===== src/rtl/core/dotp_pkg.sv =====
// types, codes and option length rules shared by the dhcp option parser
`timescale 1ns / 1ps
`default_nettype none
package dotp_pkg;

	typedef enum logic [1:0] {
		PH_CODE   = 2'd0,
		PH_LENGTH = 2'd1,
		PH_VALUE  = 2'd2
	} phase_t;

	typedef enum logic [2:0] {
		ROLE_PAD     = 3'd0,
		ROLE_CODE    = 3'd1,
		ROLE_LENGTH  = 3'd2,
		ROLE_VALUE   = 3'd3,
		ROLE_END     = 3'd4,
		ROLE_IGNORED = 3'd5
	} role_t;

	localparam logic [7:0] OPT_PAD         = 8'd0;
	localparam logic [7:0] OPT_SUBNET_MASK = 8'd1;
	localparam logic [7:0] OPT_ROUTER      = 8'd3;
	localparam logic [7:0] OPT_TIME_SERVER = 8'd4;
	localparam logic [7:0] OPT_DNS         = 8'd6;
	localparam logic [7:0] OPT_HOST_NAME   = 8'd12;
	localparam logic [7:0] OPT_DOMAIN_NAME = 8'd15;
	localparam logic [7:0] OPT_NTP         = 8'd42;
	localparam logic [7:0] OPT_MSG_TYPE    = 8'd53;
	localparam logic [7:0] OPT_END         = 8'd255;

	typedef struct packed {
		phase_t     phase;
		logic [7:0] code;
		logic [7:0] left;
		logic [7:0] pos;
		logic       len_ok;
		logic       finished;
	} parse_state_t;

	localparam parse_state_t STATE_CLEAR = '{
		phase: PH_CODE, code: 8'd0, left: 8'd0, pos: 8'd0, len_ok: 1'b0, finished: 1'b0
	};

	typedef struct packed {
		role_t      role;
		logic [7:0] code;
		logic [7:0] index;
		logic [7:0] value;
		logic       valid;
		logic       done;
		logic       truncated;
	} parse_result_t;

	function automatic logic legal_length(input logic [7:0] code, input logic [7:0] len);
		logic ok;
		case (code)
			OPT_SUBNET_MASK: ok = (len == 8'd4);
			OPT_ROUTER, OPT_TIME_SERVER, OPT_DNS, OPT_NTP: ok = (len[1:0] == 2'b00);
			OPT_HOST_NAME, OPT_DOMAIN_NAME: ok = 1'b1;
			OPT_MSG_TYPE: ok = (len == 8'd1);
			default: ok = 1'b0;
		endcase
		return ok;
	endfunction

endpackage
`default_nettype wire


===== src/rtl/core/dhcp_option_tlv_parser.sv =====
// top level of the dhcp options area parser: input stage, parse state, result register
`timescale 1ns / 1ps
`default_nettype none
// Walks the options area of a DHCP message one byte per request and returns
// one result per byte: its role (pad, code, length, value, end, ignored), the
// option code it belongs to, its index in the value, the byte itself, whether
// the option is known with a legal length, and on the byte where parsing ends
// a done flag (tlast) plus a truncated flag when the area stopped inside an
// option. s_tuser marks the first byte of a new area and clears the parse
// state; s_tlast marks the last byte the length budget allows. After the end
// option or the last byte, bytes are reported as ignored until a new area
// starts. Rate: one byte per cycle while m_tready does not hold the result
// register back. Each byte passes through an input register, one short
// combinational parse step that also updates the state, and a result
// register.
module dhcp_option_tlv_parser (
	input  wire logic        clk,
	input  wire logic        arst_n,
	// input stream
	input  wire logic        s_tvalid,
	output wire logic        s_tready,
	input  wire logic [7:0]  s_tdata,  // [7:0] data_byte
	input  wire logic        s_tuser,  // [0] first_byte
	input  wire logic        s_tlast,  // last_byte
	// result stream
	output wire logic        m_tvalid,
	input  wire logic        m_tready,
	output wire logic [31:0] m_tdata,  // [7:0] option_code, [15:8] value_index,
	                                   // [23:16] value_byte, [24] truncated, rest zero
	output wire logic [3:0]  m_tuser,  // [2:0] byte_role, [3] value_valid
	output wire logic        m_tlast   // done_res
);
	import dotp_pkg::*;

	// input stage
	logic       vld_s1;
	logic [7:0] data_s1;
	logic       first_s1;
	logic       last_s1;

	// result register
	logic          vld_s2;
	parse_result_t res_s2;

	// parse state
	parse_state_t  state_q;
	parse_state_t  state_nxt;
	parse_result_t res_nxt;

	logic advance;

	// the parse step fires when the result register is free or draining
	assign advance  = vld_s1 && (!vld_s2 || m_tready);
	assign s_tready = !vld_s1 || advance;

	always_ff @(posedge clk or negedge arst_n) begin
		if (!arst_n) begin
			vld_s1 <= 1'b0;
		end else if (s_tready) begin
			vld_s1 <= s_tvalid;
		end
	end

	always_ff @(posedge clk) begin
		if (s_tready && s_tvalid) begin
			data_s1  <= s_tdata;
			first_s1 <= s_tuser;
			last_s1  <= s_tlast;
		end
	end

	dotp_step u_step (
		.cur        (state_q),
		.data_byte  (data_s1),
		.first_byte (first_s1),
		.last_byte  (last_s1),
		.nxt        (state_nxt),
		.res        (res_nxt)
	);

	always_ff @(posedge clk or negedge arst_n) begin
		if (!arst_n) begin
			state_q <= STATE_CLEAR;
		end else if (advance) begin
			state_q <= state_nxt;
		end
	end

	always_ff @(posedge clk or negedge arst_n) begin
		if (!arst_n) begin
			vld_s2 <= 1'b0;
		end else if (advance) begin
			vld_s2 <= 1'b1;
		end else if (m_tready) begin
			vld_s2 <= 1'b0;
		end
	end

	always_ff @(posedge clk) begin
		if (advance) begin
			res_s2 <= res_nxt;
		end
	end

	assign m_tvalid = vld_s2;
	assign m_tdata  = {7'd0, res_s2.truncated, res_s2.value, res_s2.index, res_s2.code};
	assign m_tuser  = {res_s2.valid, res_s2.role};
	assign m_tlast  = res_s2.done;

	// a held input request is not lost while the result side stalls
	assert property (@(posedge clk) disable iff (!arst_n)
		vld_s1 && !advance |=> vld_s1 && $stable(data_s1))
		else $error("input stage dropped a stalled request");

	// only value bytes can be flagged valid or carry a nonzero index
	assert property (@(posedge clk) disable iff (!arst_n)
		m_tvalid && (m_tuser[2:0] != ROLE_VALUE) |-> !m_tuser[3] && (m_tdata[15:8] == 8'd0))
		else $error("non-value byte marked as value");

	// truncation is reported only on the ending byte
	assert property (@(posedge clk) disable iff (!arst_n)
		m_tvalid && m_tdata[24] |-> m_tlast)
		else $error("truncated without done");

	// the end option always closes the area cleanly
	assert property (@(posedge clk) disable iff (!arst_n)
		m_tvalid && (m_tuser[2:0] == ROLE_END) |-> m_tlast && !m_tdata[24])
		else $error("end option not reported as clean finish");

	// once an ending byte is taken the parser holds finished until a new area
	assert property (@(posedge clk) disable iff (!arst_n)
		advance && res_nxt.done |=> state_q.finished)
		else $error("parse did not stop at ending byte");

endmodule
`default_nettype wire


===== src/rtl/core/dotp_step.sv =====
// one byte of option parsing: classifies the byte and forms the next parse state
`timescale 1ns / 1ps
`default_nettype none
module dotp_step (
	input  var dotp_pkg::parse_state_t  cur,
	input  wire logic [7:0]             data_byte,
	input  wire logic                   first_byte,
	input  wire logic                   last_byte,
	output var dotp_pkg::parse_state_t  nxt,
	output var dotp_pkg::parse_result_t res
);
	import dotp_pkg::*;

	parse_state_t st;
	logic [7:0]   left_dec;

	// a new area starts from a clean state
	assign st       = first_byte ? STATE_CLEAR : cur;
	assign left_dec = st.left - 8'd1;

	always_comb begin
		nxt = st;
		res = '{role: ROLE_IGNORED, code: 8'd0, index: 8'd0, value: 8'd0,
			valid: 1'b0, done: 1'b0, truncated: 1'b0};
		if (!st.finished) begin
			case (st.phase)
				PH_LENGTH: begin
					res.role   = ROLE_LENGTH;
					res.code   = st.code;
					res.done   = last_byte;
					nxt.len_ok = legal_length(st.code, data_byte);
					nxt.left   = data_byte;
					nxt.pos    = 8'd0;
					if (data_byte == 8'd0) begin
						nxt.phase = PH_CODE;
					end else begin
						nxt.phase     = PH_VALUE;
						res.truncated = last_byte;
					end
				end
				PH_VALUE: begin
					res.role  = ROLE_VALUE;
					res.code  = st.code;
					res.index = st.pos;
					res.value = data_byte;
					res.valid = st.len_ok;
					res.done  = last_byte;
					nxt.pos   = st.pos + 8'd1;
					nxt.left  = left_dec;
					if (left_dec == 8'd0) begin
						nxt.phase = PH_CODE;
					end else begin
						res.truncated = last_byte;
					end
				end
				default: begin
					// expecting a code; the unused phase lands here too
					if (data_byte == OPT_PAD) begin
						res.role = ROLE_PAD;
						res.done = last_byte;
					end else if (data_byte == OPT_END) begin
						res.role = ROLE_END;
						res.code = OPT_END;
						res.done = 1'b1;
					end else begin
						res.role      = ROLE_CODE;
						res.code      = data_byte;
						res.truncated = last_byte;
						res.done      = last_byte;
						nxt.code      = data_byte;
						nxt.phase     = PH_LENGTH;
					end
				end
			endcase
			if (res.done) begin
				nxt.finished = 1'b1;
			end
		end
	end

endmodule
`default_nettype wire


===== config.mk =====
export PLATFORM = sky130hd
export DESIGN_NAME = dhcp_option_tlv_parser
export DESIGN_NICKNAME = d
export VERILOG_FILES = /design/src/rtl/core/dotp_pkg.sv /design/src/rtl/core/dhcp_option_tlv_parser.sv /design/src/rtl/core/dotp_step.sv
export SDC_FILE = /design/constraint.sdc
export NUM_CORES = 1
export LEC_CHECK = 0
export BUFFER_PORTS_ARGS = -buffer_cell sky130_fd_sc_hd__buf_2
export CORE_ASPECT_RATIO = 0.5
export CORE_MARGIN = 2
export CORE_UTILIZATION = 57
export CTS_CLUSTER_DIAMETER = 60
export DETAILED_ROUTE_END_ITERATION = 7
export GPL_TIMING_DRIVEN = 0
export PLACE_DENSITY = 0.8
export SLEW_MARGIN = 20
export SYNTH_ARGS = -nofsm -noshare
export SYNTH_HDL_FRONTEND = slang
export SYNTH_SLANG_ARGS = --single-unit

===== constraint.sdc =====
create_clock -name clk -period 3.35 [get_ports clk]
set_clock_uncertainty 0.1 [all_clocks]
set_input_delay 0.5025 -clock clk [delete_from_list [all_inputs] [get_ports clk]]
set_output_delay 0.5025 -clock clk [all_outputs]
set_load 0.01 [all_outputs]

* After elaboration in Yosys (flattened, before gate mapping) *
Cells that the tools add are included.

operators by class
  add/subtract/negate cells = 2
  eq/ne operators = 13
  muxes and demuxes = 26
  bitwise logic cells = 1
  reduce and logical (&&, ||, !) cells = 14

operator list
  kind                   count
  $mux W28               2
  $pmux W16 S2           1
  $eq A8 B3 Y1 const B   3
  $pmux W11 S2           1
  $mux W10               2
  $eq A8 B1 Y1 const B   2
  $eq A8 B4 Y1 const B   2
  $eq A8 B6 Y1 const B   2
  $logic_not A8 Y1       2
  $mux W8                2
  $mux W11               1
  $mux W1                10
  $add A8 B1 Y8 const B  1
  $eq A8 B2 Y1 const B   1
  $eq A8 B8 Y1 const B   1
  $pmux W2 S2            2
  $sub A8 B1 Y8 const B  1
  $mux W2                3
  $reduce_or A2 Y1       3
  $pmux W1 S4            1
  $reduce_or A4 Y1       1
  $mux W3                1
  $eq A2 B1 Y1 const B   1
  $eq A2 B2 Y1 const B   1
  other kinds (6)        9

word-level totals
  flip-flop bits (word level) = 70
  bits of input ports = 14
  output and inout bits = 39
  word-level logic and storage cells = 74

* Longest topological paths before layout *
  depth after elaboration = 8
  gate-level depth with buffers = 11
  gate-level depth less buffers = 9

* By module *
A second synthesis with hierarchy kept.

second synthesis, totals
  cells, all modules = 348
  area total of the unflattened synthesis = 3836.2 µm²

modules (own cells, without submodules)
  module                  instances  cells each  area an instance (µm²)  seq. area each (µm²)
  dhcp_option_tlv_parser  1          116         2437.3                  1951.9
  dotp_step               1          232         1398.8                  0.0

* Worst setup path before layout *
OpenSTA, ideal clock, no wires.

  path kind = reg2reg
  from = reg first_s1
  to = reg state_q[26] (netlist bit)
  setup time = 0.126 ns
  data arrival time = 2.391 ns
  data required time = 3.124 ns
  path slack = 0.732 ns
  cell stages (with the launch flop) = 12
  buffers on the path = 3
  clock period less this slack = 2.618 ns
  cells stage by stage = edfxtp_1 > clkbuf_1 > inv_1 > clkbuf_1 > nand2_1 > ha_1 > clkbuf_1 > xor2_1 > nor3b_1 > and3_1 > o211ai_1 > a311o_1

on the way
  word-level cells in the longest chain between the ends = 6
  elaborated cells on any way between the ends = 10
  classes of those cells = 1 x add/sub; 2 x eq/ne; 6 x mux; 1 x reduce/logical

ends and longest elaborated chain
  element                   line                          text
  start: declaration        dhcp_option_tlv_parser.sv:38  logic first_s1;
  start signal: assignment  dhcp_option_tlv_parser.sv:67  first_s1 <= s_tuser;
  $mux W28 (*)              dotp_step.sv:18               assign st = first_byte ? STATE_CLEAR : cur;
  $sub A8 B1 Y8             dotp_step.sv:19               assign left_dec = st.left - 8'd1;
  $logic_not A8 Y1          dotp_step.sv:50               if (left_dec == 8'd0) begin
  $mux W2                   dotp_step.sv:50
  $pmux W2 S2               dotp_step.sv:26               case (st.phase)
  $mux W28 (*)              dotp_step.sv:25               if (!st.finished) begin
  end signal: assignment    dhcp_option_tlv_parser.sv:85  state_q <= state_nxt;
  end: declaration          dhcp_option_tlv_parser.sv:46  parse_state_t state_q;

Every way passes the cells marked *; elsewhere a longest branch is shown, timed or not.
A chain may end at the register's enable or synchronous reset.

* Final worst setup path *
Same ends and word-level chain as after synthesis.

==> summary.log <==
[status] outcome finished clean
[sta] minimum clock period 3.03 ns
[finish] total number of nets in the final design 422
[worst_setup_path] worst-case register-to-register setup slack 0.32 ns
[routing] post-route met1 wirelength 4000 um
[floorplanning] height of the die 59.6 um
[power_and_ir_drop] clock group share of total power 0.352
[yosys] post-synth cell types 53
[yosys] Simple-Gate Fraction of Synth Area 0.208
[yosys] number of enable-type register cells in the synthesized netlist 40
[routing] number of DRC violations after detailed routing 0
[worst_setup_path] startpoint class of the critical path register
[worst_setup_path] worst-path cell chain inv_1, clkbuf_2, nand2_1, ha_1, clkbuf_1, xor2_1, nor3b_1, and3_1, o211ai_1, a311o_1
[finish] number of standard cells in the final layout excluding fillers 496
[worst_setup_path] Largest stage delay, worst path 0.58 ns
[worst_setup_path] CP top delay family buffers and inverters
[routing] via count 2953
[global_route] antenna violations before repair 0
[sta] total of endpoints with negative setup slack in the final report 0
[sta] setup repair after global routing missed its margin no
[yosys] number of register bits inferred by synthesis 70
[sta] maximum clock rate 330 MHz
[routing] highest metal layer used by the detailed router met4
[power_and_ir_drop] switching fraction of total power 0.316
[yosys] dominant combinational cell family by area after synthesis simple AND/OR/NAND/NOR gates
[power_and_ir_drop] sequential cell fraction of total power 0.390
[floorplanning] chip width 115 um
[global_route] via count of the first global-routing pass 2664
[worst_setup_path] Critical Path Sink Type register
[power_and_ir_drop] total leakage power 1.81 nW
[hold_path] worst min-delay path category in2async
[global_route] maximum number of pins on one net before global-route repair 38
[routing] remaining antenna violation count after routing 0
[floorplanning] num rows 20
[place] global placement routability congestion 0.903
[global_route] first-pass GRT wire length 13700 um
[floorplanning] Top Ports 53
[power_and_ir_drop] IR drop worst, VDD 0.363 mV
[clocking] total of cells resized after clock tree synthesis 0
[sta] Max-slew headroom 0.440
[clocking] worst-skew pair later-pin latency 0.33 ns
[finish] cell area after layout 4230 um2
[routing] number of design-rule violations left by the first detailed-router iteration 287
[routing] detail-routed net length per standard cell 17.8 um
[power_and_ir_drop] share of total power in combinational logic 0.258
[sta] slew of the pin with the lowest slew margin 0.834 ns
[clocking] TritonCTS clock tree built
[floorplanning] floorplan core area 6030 um2
[yosys] average cell area after synthesis 10.3 um2
[sta] worst hold-check slack 0.107 ns
[worst_setup_path] Crit Path Class reg2reg
[floorplanning] Die ar. 6880 um2
[place] IO Port Bufs 45
[flow_run] max-cap violations 0
[finish] area added between synthesis and finish 19.9%
[global_route] overall track demand over capacity in global routing 0.274
[worst_setup_path] buffers and inverters on the worst path 3
[routing] detailed-routed wire length on met2 3850 um
[clocking] clock tree root driver cell clkbuf_16
[yosys] number of warnings printed during yosys synthesis 0
[finish] most used cells in the layout excluding fill and tap cells 45 x buf_2, 41 x nand2_1, 40 x edfxtp_1
[worst_setup_path] cell with the largest stage delay on the worst path edfxtp_1
[worst_setup_path] Data required, critical path 3.47 ns
[finish] layout cells sized above 1 0.184
[routing] detailed route wirelength on metal3 826 um
[worst_setup_path] peak fanout along the critical path 11
[yosys] Post-Synthesis Cell Area 3530 um2
[floorplanning] initial standard-cell utilization of the core 0.585
[power_and_ir_drop] total power per unit cell area 733 nW/um2
[clocking] post-CTS setup repair buffer count 0
[power_and_ir_drop] Int Pwr 2.12 mW
[yosys] proportion of register bits with asynchronous set or reset after synthesis 0.429
[yosys] count of mapped cells out of synthesis 342
[clocking] Hold-fix buffers, CTS 0
[yosys] Synth Area in Compound Gates 0.166
[place] half-perimeter wire length of the detailed placement result 6170 um
[global_route] remaining global-route overflow 0
[yosys] post-synthesis xor/xnor area fraction 0.00744
[finish] antenna diode count 0
[worst_setup_path] data arrival time of the critical path 3.15 ns
[routing] router iterations before antenna repair 5
[place] standard cell area after detailed placement 3890 um2
[power_and_ir_drop] NetSw 0.981 mW
[sta] sum of negative setup slack 0 ns
[yosys] portion of netlist area occupied by mux cells 0.00284
[routing] aggregate routed wire length 8810 um
[finish] most common library cell in the layout ignoring fill and taps buf_2
[clocking] clock slew seen by the registers of the worst setup and hold paths 0.06 ns
[clocking] CTS HTree Levels 3
[yosys] portion of the post-synthesis area used by sequential elements 0.553
[sta] Period Utilization, post-route 0.905
[routing] vias per cell 5.95
[yosys] adder-cell share of the synthesized area 0.0177
[yosys] leading register cell type out of synthesis edfxtp_1
[clocking] number of sinks handled by clock tree synthesis 70
[clocking] number of clock buffers inserted by TritonCTS 9
[place] Cell Count Post-Placement 481
[sta] fin. max-slew vios 0
[power_and_ir_drop] Overall Power 3.10 mW
[sta] final number of hold-violating endpoints 0
[clocking] buffer depth of the longest clock path 2
logic make-up (layout without fill, tap and decap cells):
logic type | after synthesis | after routing
compound gates | 88 | 88
simple gates | 139 | 139
mux | 1 | 1
buf+inv | 35 | 95
flops | 70 | 70
fa+ha+maj | 5 | 5
xor+xnor | 3 | 3
other cells | 1 | 7
cell type report:
cell class | count | area (um2)
clock inverter | 6 | 111
sequential | 70 | 1950
multi-input combinational | 243 | 1450
inverter | 10 | 37.5
clock buffer | 10 | 229
fill | 462 | 1800
buffer | 24 | 118
timing repair buffer | 45 | 225
tap | 88 | 110
metal layers:
layer | vias to the layer above | global-route usage
met2 | 162 | 0.395
met4 | 0 | 0.102
met5 | - | 0
li1 | 1380 | -
met3 | 16 | 0.0736
met1 | 1395 | 0.399
final timing paths:
check / start / endpoint / cells after the start
worst max-delay path: first_s1 / state_q[26] / 10
worst min-delay path: arst_n / state_q[9] / 1
worst max register to register: first_s1 / state_q[26] / 10
worst min register to register: state_q[9] / state_q[9] / 1
max in group asynchronous: arst_n / m_tvalid / 1
min in group clk: s_tlast / last_s1 / 1
flip-flops by register name, summed over array words and instances, names as in the netlist, 4 cells and up:
name	flops
data_s1	8
m_tuser	4
state_q	28
m_tdata	25
Yosys cell counts (all sizes together), types with 2 or more instances:
cell type / n / area share
nand2: 41 / 0.044
edfxtp: 40 / 0.34
o21ai: 34 / 0.048
dfrtp: 30 / 0.21
nor2: 20 / 0.021
clkbuf: 17 / 0.018
and3: 14 / 0.025
a22o: 12 / 0.030
a21oi: 11 / 0.017
and2: 10 / 0.018
inv: 9 / 0.0096
nand3: 9 / 0.013
buf: 8 / 0.016
nand2b: 7 / 0.012
nor3: 7 / 0.0099
nor2b: 6 / 0.011
a22oi: 5 / 0.011
ha: 5 / 0.018
nand4: 5 / 0.0089
nor4: 4 / 0.0071
o211ai: 4 / 0.0085
nand3b: 3 / 0.0064
o31ai: 3 / 0.0064
or3: 3 / 0.0053
a21o: 2 / 0.0043
a2bb2oi: 2 / 0.0050
a31oi: 2 / 0.0035
a32o: 2 / 0.0057
and3b: 2 / 0.0050
nor3b: 2 / 0.0043
nor4b: 2 / 0.0067
o2bb2ai: 2 / 0.0050
xor2: 2 / 0.0050
per-stage QoR:
step	utilization	setup slack, ns
global placement	0.645	0.0331
detailed placement	0.645	-0.0861
global route	0.702	0.113
floorplan	-	0.732
CTS	0.701	0.0328
finish	0.702	0.318
worst register-to-register path, delay by kind of cell, from the launching register on:
kind / cells / cell delay [ns]
compound gates: 2 / 0.52
xor+xnor: 1 / 0.19
simple gates: 3 / 0.62
buf+inv: 3 / 0.70
fa+ha+maj: 1 / 0.21
flops: 1 / 0.58
power groups by stage:
stage          Combinational [mW]  Clock (mW)  Sequential [mW]
2_1_floorplan               0.556           0             1.20
3_3_place_gp                0.756           0             1.21
3_5_place_dp                0.779           0             1.22
4_1_cts                     0.786        1.10             1.21
5_1_grt                     0.891        1.13             1.23
6_report                    0.800        1.09             1.21
Note: power is estimated with default switching activity, not from simulation.
